[src/hw/rtl/ordered_record_list_engine_unit_defines.svh]
// Assertion helpers for the ordered record list engine
`ifndef ORDERED_RECORD_LIST_ENGINE_UNIT_DEFINES_SVH
`define ORDERED_RECORD_LIST_ENGINE_UNIT_DEFINES_SVH

// same-cycle implication
`define ORLE_ASSERT_IMP(label, ante, cons, msg) \
  label: assert property (@(posedge clk_i) disable iff (!rst_ni) (ante) |-> (cons)) \
    else $error(msg);

// next-cycle implication
`define ORLE_ASSERT_NXT(label, ante, cons, msg) \
  label: assert property (@(posedge clk_i) disable iff (!rst_ni) (ante) |=> (cons)) \
    else $error(msg);

`endif

[src/hw/rtl/orle_pkg.sv]
package orle_pkg;

  localparam int CAPACITY     = 64;
  localparam int PAYLOAD_BITS = 16;

  localparam int CMD_W  = 2;
  localparam int POS_W  = 7;
  localparam int KEY_W  = 32;
  localparam int PAY_W  = PAYLOAD_BITS;
  localparam int LEN_W  = 7;
  localparam int IDX_W  = $clog2(CAPACITY);
  localparam int CNT_W  = $clog2(CAPACITY + 1);
  localparam int CMP_W  = ((POS_W > CNT_W) ? POS_W : CNT_W) + 1;
  localparam int WORD_W = KEY_W + PAY_W;

  localparam logic [CMD_W-1:0] CMD_INSERT = 2'd0;
  localparam logic [CMD_W-1:0] CMD_DELETE = 2'd1;
  localparam logic [CMD_W-1:0] CMD_FIND   = 2'd2;
  localparam logic [CMD_W-1:0] CMD_GET    = 2'd3;

  typedef enum logic [1:0] {
    PTR_ZERO,
    PTR_CNT_M1,
    PTR_POS_M1,
    PTR_MATCH_P1
  } ptr_sel_e;

  typedef struct packed {
    logic     load;
    ptr_sel_e ptr_sel;
    logic     ptr_load;
    logic     ptr_inc;
    logic     ptr_dec;
    logic     rd_en;
    logic     shift_up;
    logic     shift_dn;
    logic     wr_new;
    logic     cnt_inc;
    logic     cnt_dec;
    logic     cap_match;
    logic     res_load;
    logic     res_ok;
  } orle_cmd_t;

  typedef struct packed {
    logic [CMD_W-1:0] op;
    logic             ins_ok;
    logic             ins_append;
    logic             get_ok;
    logic             empty;
    logic             ptr_at_pos;
    logic             ptr_at_last;
    logic             hit;
    logic             last_cmp;
    logic             out_free;
  } orle_sts_t;

  typedef struct packed {
    logic             is_empty;
    logic [LEN_W-1:0] length;
    logic [PAY_W-1:0] found_payload;
    logic [KEY_W-1:0] found_key;
    logic [POS_W-1:0] found_position;
    logic             ok;
  } orle_res_t;

endpackage

[src/hw/rtl/orle_ctrl.sv]
module orle_ctrl (
  input  logic               clk_i,
  input  logic               rst_ni,
  input  logic               s_valid_i,
  output logic               s_ready_o,
  input  orle_pkg::orle_sts_t sts_i,
  output orle_pkg::orle_cmd_t cmd_o
);
  import orle_pkg::*;

  localparam logic [3:0] ST_IDLE      = 4'd0;
  localparam logic [3:0] ST_DECODE    = 4'd1;
  localparam logic [3:0] ST_SEARCH    = 4'd2;
  localparam logic [3:0] ST_INS_SHIFT = 4'd3;
  localparam logic [3:0] ST_INS_DRAIN = 4'd4;
  localparam logic [3:0] ST_INS_PUT   = 4'd5;
  localparam logic [3:0] ST_DEL_SHIFT = 4'd6;
  localparam logic [3:0] ST_DEL_DRAIN = 4'd7;
  localparam logic [3:0] ST_GET_RD    = 4'd8;
  localparam logic [3:0] ST_RESULT    = 4'd9;

  logic [3:0] state_q, state_d;
  logic       ok_q, ok_d;

  always_comb begin
    cmd_o         = '0;
    cmd_o.ptr_sel = PTR_ZERO;
    state_d       = state_q;
    ok_d          = ok_q;
    unique case (state_q)
      ST_IDLE: begin
        if (s_valid_i) begin
          cmd_o.load = 1'b1;
          state_d    = ST_DECODE;
        end
      end
      ST_DECODE: begin
        unique case (sts_i.op)
          CMD_INSERT: begin
            if (!sts_i.ins_ok) begin
              ok_d    = 1'b0;
              state_d = ST_RESULT;
            end else if (sts_i.ins_append) begin
              state_d = ST_INS_PUT;
            end else begin
              cmd_o.ptr_load = 1'b1;
              cmd_o.ptr_sel  = PTR_CNT_M1;
              state_d        = ST_INS_SHIFT;
            end
          end
          CMD_DELETE, CMD_FIND: begin
            if (sts_i.empty) begin
              ok_d    = 1'b0;
              state_d = ST_RESULT;
            end else begin
              cmd_o.ptr_load = 1'b1;
              cmd_o.ptr_sel  = PTR_ZERO;
              state_d        = ST_SEARCH;
            end
          end
          CMD_GET: begin
            if (!sts_i.get_ok) begin
              ok_d    = 1'b0;
              state_d = ST_RESULT;
            end else begin
              cmd_o.ptr_load = 1'b1;
              cmd_o.ptr_sel  = PTR_POS_M1;
              state_d        = ST_GET_RD;
            end
          end
          default: state_d = ST_IDLE;
        endcase
      end
      ST_SEARCH: begin
        // reads run one entry ahead of the compare
        cmd_o.rd_en   = 1'b1;
        cmd_o.ptr_inc = 1'b1;
        if (sts_i.hit) begin
          cmd_o.cap_match = 1'b1;
          if (sts_i.op == CMD_FIND) begin
            ok_d    = 1'b1;
            state_d = ST_RESULT;
          end else if (sts_i.last_cmp) begin
            state_d = ST_DEL_DRAIN;
          end else begin
            cmd_o.ptr_load = 1'b1;
            cmd_o.ptr_sel  = PTR_MATCH_P1;
            state_d        = ST_DEL_SHIFT;
          end
        end else if (sts_i.last_cmp) begin
          ok_d    = 1'b0;
          state_d = ST_RESULT;
        end
      end
      ST_INS_SHIFT: begin
        cmd_o.rd_en    = 1'b1;
        cmd_o.shift_up = 1'b1;
        cmd_o.ptr_dec  = 1'b1;
        if (sts_i.ptr_at_pos) begin
          state_d = ST_INS_DRAIN;
        end
      end
      ST_INS_DRAIN: begin
        state_d = ST_INS_PUT;
      end
      ST_INS_PUT: begin
        cmd_o.wr_new  = 1'b1;
        cmd_o.cnt_inc = 1'b1;
        ok_d          = 1'b1;
        state_d       = ST_RESULT;
      end
      ST_DEL_SHIFT: begin
        cmd_o.rd_en    = 1'b1;
        cmd_o.shift_dn = 1'b1;
        cmd_o.ptr_inc  = 1'b1;
        if (sts_i.ptr_at_last) begin
          state_d = ST_DEL_DRAIN;
        end
      end
      ST_DEL_DRAIN: begin
        cmd_o.cnt_dec = 1'b1;
        ok_d          = 1'b1;
        state_d       = ST_RESULT;
      end
      ST_GET_RD: begin
        cmd_o.rd_en = 1'b1;
        ok_d        = 1'b1;
        state_d     = ST_RESULT;
      end
      ST_RESULT: begin
        if (sts_i.out_free) begin
          cmd_o.res_load = 1'b1;
          state_d        = ST_IDLE;
        end
      end
      default: state_d = ST_IDLE;
    endcase
    cmd_o.res_ok = ok_q;
  end

  assign s_ready_o = (state_q == ST_IDLE);

  always_ff @(posedge clk_i or negedge rst_ni) begin
    if (!rst_ni) begin
      state_q <= ST_IDLE;
      ok_q    <= 1'b0;
    end else begin
      state_q <= state_d;
      ok_q    <= ok_d;
    end
  end

endmodule

[src/hw/rtl/orle_dp.sv]
module orle_dp (
  input  logic                          clk_i,
  input  logic                          rst_ni,
  input  logic [orle_pkg::CMD_W-1:0]    op_i,
  input  logic [orle_pkg::POS_W-1:0]    position_i,
  input  logic signed [orle_pkg::KEY_W-1:0] key_i,
  input  logic [orle_pkg::PAY_W-1:0]    payload_i,
  input  orle_pkg::orle_cmd_t           cmd_i,
  output orle_pkg::orle_sts_t           sts_o,
  input  logic                          m_ready_i,
  output logic                          m_valid_o,
  output orle_pkg::orle_res_t           res_o
);
  import orle_pkg::*;

  logic [WORD_W-1:0] mem [CAPACITY];

  logic [CMD_W-1:0]  op_q;
  logic [POS_W-1:0]  pos_q;
  logic [KEY_W-1:0]  key_q;
  logic [PAY_W-1:0]  pay_q;
  logic [CNT_W-1:0]  cnt_q;
  logic [CNT_W-1:0]  ptr_q;
  logic [WORD_W-1:0] rd_q;
  logic              rd_v_q;
  logic [IDX_W-1:0]  rd_idx_q;
  logic              pend_q;
  logic [IDX_W-1:0]  pend_addr_q;
  logic [IDX_W-1:0]  match_idx_q;
  logic              m_valid_q;
  orle_res_t         res_q, res_d;

  logic [CNT_W-1:0]  cnt_m1;
  logic [CNT_W-1:0]  pos_m1;
  logic [CNT_W-1:0]  ptr_d;
  logic              wr_en;
  logic [IDX_W-1:0]  wr_addr;
  logic [WORD_W-1:0] wr_data;

  assign cnt_m1 = cnt_q - CNT_W'(1);
  assign pos_m1 = CNT_W'(pos_q - POS_W'(1));

  // status
  assign sts_o.op          = op_q;
  assign sts_o.ins_ok      = (pos_q != '0)
                             && (CMP_W'(pos_q) <= CMP_W'(cnt_q) + CMP_W'(1))
                             && (CMP_W'(cnt_q) < CMP_W'(CAPACITY));
  assign sts_o.ins_append  = (CMP_W'(pos_q) == CMP_W'(cnt_q) + CMP_W'(1));
  assign sts_o.get_ok      = (pos_q != '0) && (CMP_W'(pos_q) <= CMP_W'(cnt_q));
  assign sts_o.empty       = (cnt_q == '0);
  assign sts_o.ptr_at_pos  = (ptr_q == pos_m1);
  assign sts_o.ptr_at_last = (ptr_q == cnt_m1);
  assign sts_o.hit         = rd_v_q && (rd_q[WORD_W-1:PAY_W] == key_q);
  assign sts_o.last_cmp    = rd_v_q && (CNT_W'(rd_idx_q) == cnt_m1);
  assign sts_o.out_free    = !m_valid_q || m_ready_i;

  // walk pointer
  always_comb begin
    ptr_d = ptr_q;
    if (cmd_i.ptr_load) begin
      unique case (cmd_i.ptr_sel)
        PTR_ZERO:     ptr_d = '0;
        PTR_CNT_M1:   ptr_d = cnt_m1;
        PTR_POS_M1:   ptr_d = pos_m1;
        PTR_MATCH_P1: ptr_d = CNT_W'(rd_idx_q) + CNT_W'(1);
        default:      ptr_d = '0;
      endcase
    end else if (cmd_i.ptr_inc) begin
      ptr_d = ptr_q + CNT_W'(1);
    end else if (cmd_i.ptr_dec) begin
      ptr_d = ptr_q - CNT_W'(1);
    end
  end

  // a shifted entry is written in the cycle after its read; new records only when no shift is due
  assign wr_en   = pend_q || cmd_i.wr_new;
  assign wr_addr = pend_q ? pend_addr_q : pos_m1[IDX_W-1:0];
  assign wr_data = pend_q ? rd_q : {key_q, pay_q};

  always_ff @(posedge clk_i) begin
    if (wr_en) begin
      mem[wr_addr] <= wr_data;
    end
    if (cmd_i.rd_en) begin
      rd_q <= mem[ptr_q[IDX_W-1:0]];
    end
  end

  always_ff @(posedge clk_i) begin
    rd_idx_q <= ptr_q[IDX_W-1:0];
    if (cmd_i.load) begin
      op_q  <= op_i;
      pos_q <= position_i;
      key_q <= key_i;
      pay_q <= payload_i;
    end
    if (cmd_i.cap_match) begin
      match_idx_q <= rd_idx_q;
    end
    if (cmd_i.shift_up) begin
      pend_addr_q <= ptr_q[IDX_W-1:0] + IDX_W'(1);
    end else begin
      pend_addr_q <= ptr_q[IDX_W-1:0] - IDX_W'(1);
    end
    if (cmd_i.res_load) begin
      res_q <= res_d;
    end
  end

  always_ff @(posedge clk_i or negedge rst_ni) begin
    if (!rst_ni) begin
      cnt_q     <= '0;
      ptr_q     <= '0;
      rd_v_q    <= 1'b0;
      pend_q    <= 1'b0;
      m_valid_q <= 1'b0;
    end else begin
      ptr_q  <= ptr_d;
      rd_v_q <= cmd_i.rd_en;
      pend_q <= cmd_i.rd_en && (cmd_i.shift_up || cmd_i.shift_dn);
      if (cmd_i.cnt_inc) begin
        cnt_q <= cnt_q + CNT_W'(1);
      end else if (cmd_i.cnt_dec) begin
        cnt_q <= cnt_m1;
      end
      if (cmd_i.res_load) begin
        m_valid_q <= 1'b1;
      end else if (m_ready_i) begin
        m_valid_q <= 1'b0;
      end
    end
  end

  // result word
  always_comb begin
    res_d                = '0;
    res_d.ok             = cmd_i.res_ok;
    res_d.length         = LEN_W'(cnt_q);
    res_d.is_empty       = (cnt_q == '0);
    if (cmd_i.res_ok && (op_q == CMD_FIND)) begin
      res_d.found_position = POS_W'(match_idx_q) + POS_W'(1);
    end
    if (cmd_i.res_ok && (op_q == CMD_GET)) begin
      res_d.found_key     = rd_q[WORD_W-1:PAY_W];
      res_d.found_payload = rd_q[PAY_W-1:0];
    end
  end

  assign m_valid_o = m_valid_q;
  assign res_o     = res_q;

endmodule

[src/hw/rtl/ordered_record_list_engine_unit.sv]
// Ordered record list engine: keeps up to 64 records (signed key, payload) in list order.
// Input channel s_axis: tuser carries the command (insert at position, delete by key,
// find key, get at position); tdata carries position, key and payload.
// Output channel m_axis: one result transfer per input transfer, carrying the ok flag,
// the found position, key and payload, and the list length and empty flag after the op.
// Items are handled one at a time; s_axis_tready is high only while the engine is idle.
// Steps per item: a failed or empty-list op goes straight to the result; get reads the entry
//   at its position; append insert writes at the end; insert at p first shifts the records
//   from p to the end up by one entry; find walks from the head until the key hits or the
//   list ends; delete searches to the entry, then shifts the tail down.
// The walks are set by the record memory: one read and one write port, one entry a cycle.
// The result sits in an output register; the engine returns to idle and takes the next
// item while that result waits, and only stalls an item's completion if the previous
// result has still not been taken by the receiver.
// Reset clears the record count and handshake state; the list is empty afterwards.
// The record memory is not cleared; entries beyond the count may be read but never reach a result.
`include "ordered_record_list_engine_unit_defines.svh"

module ordered_record_list_engine_unit (
  input  logic        clk_i,
  input  logic        rst_ni,
  input  logic        s_axis_tvalid,
  output logic        s_axis_tready,
  input  logic [55:0] s_axis_tdata,  // position[6:0], key[38:7], payload[54:39], zero pad
  input  logic [1:0]  s_axis_tuser,  // cmd[1:0]
  output logic        m_axis_tvalid,
  input  logic        m_axis_tready,
  output logic [63:0] m_axis_tdata   // ok[0], found_position[7:1], found_key[39:8],
                                     // found_payload[55:40], length[62:56], is_empty[63]
);
  import orle_pkg::*;

  orle_cmd_t cmd;
  orle_sts_t sts;
  orle_res_t res;
  logic      s_take;

  orle_ctrl u_ctrl (
    .clk_i     (clk_i),
    .rst_ni    (rst_ni),
    .s_valid_i (s_axis_tvalid),
    .s_ready_o (s_axis_tready),
    .sts_i     (sts),
    .cmd_o     (cmd)
  );

  orle_dp u_dp (
    .clk_i      (clk_i),
    .rst_ni     (rst_ni),
    .op_i       (s_axis_tuser),
    .position_i (s_axis_tdata[6:0]),
    .key_i      (s_axis_tdata[38:7]),
    .payload_i  (s_axis_tdata[54:39]),
    .cmd_i      (cmd),
    .sts_o      (sts),
    .m_ready_i  (m_axis_tready),
    .m_valid_o  (m_axis_tvalid),
    .res_o      (res)
  );

  assign m_axis_tdata = res;
  assign s_take       = s_axis_tvalid && s_axis_tready;

  `ORLE_ASSERT_NXT(a_busy_after_take, s_take, !s_axis_tready, "busy after take")
  `ORLE_ASSERT_IMP(a_len_bound, m_axis_tvalid, res.length <= LEN_W'(CAPACITY), "length bound")
  `ORLE_ASSERT_IMP(a_empty_flag, m_axis_tvalid, res.is_empty == (res.length == '0), "empty flag")

endmodule
[config.mk]
export PLATFORM = sky130hd
export DESIGN_NAME = ordered_record_list_engine_unit
export DESIGN_NICKNAME = d
export VERILOG_FILES = /design/src/hw/rtl/orle_pkg.sv /design/src/hw/rtl/orle_ctrl.sv /design/src/hw/rtl/orle_dp.sv /design/src/hw/rtl/ordered_record_list_engine_unit.sv
export VERILOG_INCLUDE_DIRS = /design/src /design/src/hw/rtl
export SDC_FILE = /design/constraint.sdc
export NUM_CORES = 2
export LEC_CHECK = 0
export BUFFER_PORTS_ARGS = -buffer_cell sky130_fd_sc_hd__buf_2
export CAP_MARGIN = 20
export CORE_ASPECT_RATIO = 1.5
export CORE_MARGIN = 3
export CORE_UTILIZATION = 23
export DETAILED_ROUTE_END_ITERATION = 7
export GPL_TIMING_DRIVEN = 0
export PLACE_DENSITY_LB_ADDON = 0.12
export SETUP_SLACK_MARGIN = 0.1
export SLEW_MARGIN = 0
export SYNTH_ARGS = -nofsm -noshare
export SYNTH_HDL_FRONTEND = slang
export SYNTH_SLANG_ARGS = --single-unit
[constraint.sdc]
create_clock -name clk_i -period 6.74 [get_ports clk_i]
set_input_delay 0.337 -clock clk_i [delete_from_list [all_inputs] [get_ports clk_i]]
set_output_delay 0.337 -clock clk_i [all_outputs]
set_load 0.005 [all_outputs]
==> impl_results.md <==
* PwrDens at 430.8 mW/mm2
* I/O Buffers at 126
* Status: finished, final reports clean
* Top Ports at 128
* EDFF count, synth at 3247
* Die ar. at 0.5580 mm2
* Worst IR Drop VDD at 0.2702 mV
* Max Fclk at 200.4 MHz
* Post-synth ARST share at 0.6705%
* RSZ-0062 raised after global routing: false
* Vias in the first global route at 64200
* First-pass GRT wire length at 598800 um
* Clock Sinks at 3281
* DRT iter0 DRCs at 5121
* Area grow syn2layout at 23.19%
* Worst setup SP type: flip-flop
* Post-synth cell types at 61
* First-pass detailed-route iteration total at 6
* Clk buf depth at 4
* Switching part of the total at 33.22%
* # Post-CTS Setup Buffers at 0
* Relative slew slack at 20.38%
* DP HPWL at 327700 um
* Yosys Warn Count at 0
* Critical path class: reg2reg
* Syn_area_per_cell at 24.39 um2
* DIE HEIGHT at 913.4 um
* Post-synth net total at 5274
* Total number of vias at 60320
* Sequential share of the synthesized area at 77.86%
* Fillcell total at 53490
* DRC violations left at 0
* Clock Latency Late Sink at 980 ps
* Synthesized flop and latch total at 3281
* Combinational fraction of design power at 33.8%
* DR WL/cell at 33.23 um
* Cts repair resizes at 0
* Leakage at 47.59 nW
* CP Max Fanout at 14
* Fin crit share at 74.02%
* Gate Count Post-Synth at 5177
* Hold slack at 69.89 ps
* Actual slew at the worst max-slew pin at 1194 ps
* Hold WC Path Type: in2reg
* Skew final at 43.82 ps
* GRT Util Overall at 15.93%
* Core box area at 0.5458 mm2
* DRT Wirelength at 451200 um
* FF-to-FF setup slack at 1750 ps
* Synthesized cell area at 0.1262 mm2
* Ys flop type: edfxtp_1
* Worst Setup End Kind: flip-flop
* Gpl congestion at 0.7456
* Crit path DAT at 5630 ps
* Sequential Power Share at 38.1%
* Internal at 44.74 mW
* CTS buffer count at 345
* CTS tree: built
* Die width at 610.9 um
* Setup-failing EPs final at 0
* GRT overflow at 0
* Vias/cell at 4.442
* Fin Setup TNS at 0 ps
* MaxCap Viol Count at 0
* Pins Over Slew Limit at 0
* Row cnt at 332
* CTS Root Cell: clkbuf_16
* Initial antenna violation count at 42
* Initial Util at 23.13%
* Net Switching at 22.25 mW
* Clock power frac at 28.1%
* Clock-pin slew on the worst setup and hold paths at 60 ps
* Hold Violations, Final at 0
* Tmin final at 4989 ps
* CP required at 7380 ps
* Layout cells sized above 1 at 34.43%
* Largest net degree at the start of global routing at 65
* DRT antenna net count at 0
* H-Tree Depth at 5
* # nets final at 6208
-- per-stage QoR --
stage / setup WS (ps) / utilization (%) / cell area (um2) / cells / total power, mW
detailed placement: 1868 / 26.22 / 143100 / 12820 / 49.16
finish: 1751 / 28.49 / 155500 / 13580 / 67.00
floorplan: 1691 / - / 126200 / 5177 / 37.46
global route: 1704 / 28.49 / 155500 / 13570 / 69.75
global placement: -6351 / 24.89 / 135900 / 12480 / 47.43
CTS: 1827 / 28.36 / 154800 / 13530 / 68.26
-- placed cells by master (no fill, tap or decap), types with 17 or more instances in the layout --
master	instances
a21oi_1	27
nand2b_1	23
nand3_1	28
nand2_1	50
buf_8	96
dlygate4sd3_1	84
edfxtp_1	3247
mux2_2	56
nor2_4	65
clkbuf_1	215
nand4_1	17
and3_1	52
clkbuf_16	348
clkinv_2	51
inv_1	23
nor2_1	40
buf_1	38
clkinv_1	82
buf_2	160
xor2_1	22
buf_16	42
xnor2_1	51
ha_1	33
bufinv_16	25
buf_12	233
dfrtp_1	22
clkbuf_2	49
mux4_2	1008
-- cell type report --
cell class                 instances  area [um2]  share of cell area (%)
buffer                           261        1095                  0.7039
multi-input combinational       1609       27410                   17.62
tap                             7181        8985                   5.777
sequential                      3281       98290                   63.20
timing repair buffer             587        8797                   5.656
antenna                            9       22.52                 0.01448
inverter                          26       97.59                 0.06275
clock buffer                     426        9011                   5.794
clock inverter                   197        1814                   1.167
-- state kept, by name (all words and copies together) (netlist names) --
| register | cells |
|---|---|
| u_dp.match_idx_q | 6 |
| u_ctrl.state_q | 4 |
| u_dp.pos_q | 7 |
| u_dp.pend_q | 1 |
| u_dp.rd_q | 48 |
| u_dp.key_q | 32 |
| u_dp.rd_idx_q | 6 |
| u_dp.cnt_q | 7 |
| u_dp.pend_addr_q | 6 |
| u_dp.ptr_q | 7 |
| u_ctrl.ok_q | 1 |
| u_dp.res_o | 64 |
| u_dp.mem | 3072 |
| u_dp.op_q | 2 |
| u_dp.rd_v_q | 1 |
| u_dp.pay_q | 16 |
| u_dp.m_valid_o | 1 |
-- path summary, 6_finish.rpt --
| kind | cells past startpoint | end | from |
|---|---|---|---|
| max in group asynchronous | 4 | u_dp.ptr_q[3] | rst_ni |
| min in group asynchronous | 4 | u_dp.cnt_q[5] | rst_ni |
| setup reg to reg | 8 | u_dp.mem[33][33] | u_dp.pend_q |
| hold / removal | 2 | u_dp.key_q[22] | s_axis_tvalid |
| hold reg to reg | 0 | u_dp.rd_idx_q[5] | u_dp.ptr_q[5] |
| setup / recovery | 8 | u_dp.mem[33][33] | u_dp.pend_q |
-- logic make-up after synthesis --
group | share of synthesized area, %
multiplexers | 18.52
AO/OA/AOI/OAI | 0.5362
buffers and inverters | 0.8742
adder cells (fa/ha/maj) | 0.3667
flip-flops | 77.86
XOR/XNOR | 0.5620
AND/OR/NAND/NOR | 1.279
-- cells in the mapped netlist, types with 3 or more instances --
| master | count | share of area [%] |
|---|---|---|
| a21oi_1 | 27 | 0.11 |
| buf_2 | 15 | 0.059 |
| o221ai_1 | 4 | 0.028 |
| nand2b_1 | 23 | 0.11 |
| dfrtp_1 | 22 | 0.44 |
| nand3_1 | 28 | 0.11 |
| buf_1 | 57 | 0.17 |
| nor3_1 | 11 | 0.044 |
| nand2_1 | 50 | 0.15 |
| a21o_1 | 6 | 0.036 |
| mux2_2 | 56 | 0.50 |
| o32a_1 | 4 | 0.032 |
| mux4_2 | 1008 | 18 |
| xor2_1 | 22 | 0.15 |
| nand4_1 | 17 | 0.084 |
| o21bai_1 | 4 | 0.024 |
| inv_1 | 23 | 0.068 |
| nor4_1 | 9 | 0.045 |
| mux2i_1 | 5 | 0.040 |
| o22a_1 | 4 | 0.028 |
| o22ai_1 | 3 | 0.015 |
| o32ai_1 | 3 | 0.021 |
| or3_1 | 6 | 0.030 |
| and3_1 | 52 | 0.26 |
| nor2b_1 | 9 | 0.045 |
| nor2_1 | 105 | 0.31 |
| ha_1 | 33 | 0.33 |
| o21a_1 | 5 | 0.030 |
| o21ai_0 | 14 | 0.056 |
| clkbuf_1 | 188 | 0.56 |
| o211ai_1 | 3 | 0.018 |
| xnor2_1 | 59 | 0.41 |
| edfxtp_1 | 3247 | 77 |
| dfxtp_1 | 12 | 0.19 |
| a31oi_1 | 8 | 0.040 |
-- power groups by stage --
| stage | clock, mW | sequential [mW] | combinational [mW] |
|---|---|---|---|
| CTS | 19.4 | 25.6 | 23.2 |
| floorplan | 0 | 25.7 | 11.8 |
| detailed placement | 0 | 26.0 | 23.1 |
| finish | 18.8 | 25.5 | 22.6 |
| global route | 20.2 | 25.6 | 24.0 |
| global placement | 0 | 26.2 | 21.2 |
-- worst max-delay path: stages, from the launching register on --
cell	delay [ps]
dfrtp_1	490
clkbuf_2	710
buf_2	800
nand2_1	120
o41ai_1	230
nand2_1	810
nor2_4	930
buf_12	270
buf_16	190
-- per-layer routing --
layer	part of all wire, %	vias to the layer above	global-route usage [%]
met3	4.1	499	2.100
met2	54	1573	29.65
met5	0	-	0
met1	39	33940	19.19
met4	2.7	0	4.075
li1	-	24310	-
-- what timing repair did --
item	CTS	global route
hold buffers	85	0
endpoints found under the setup margin	0	0
endpoints found under the hold margin	81	0
No activity file was read; power rests on OpenSTA's default activity.
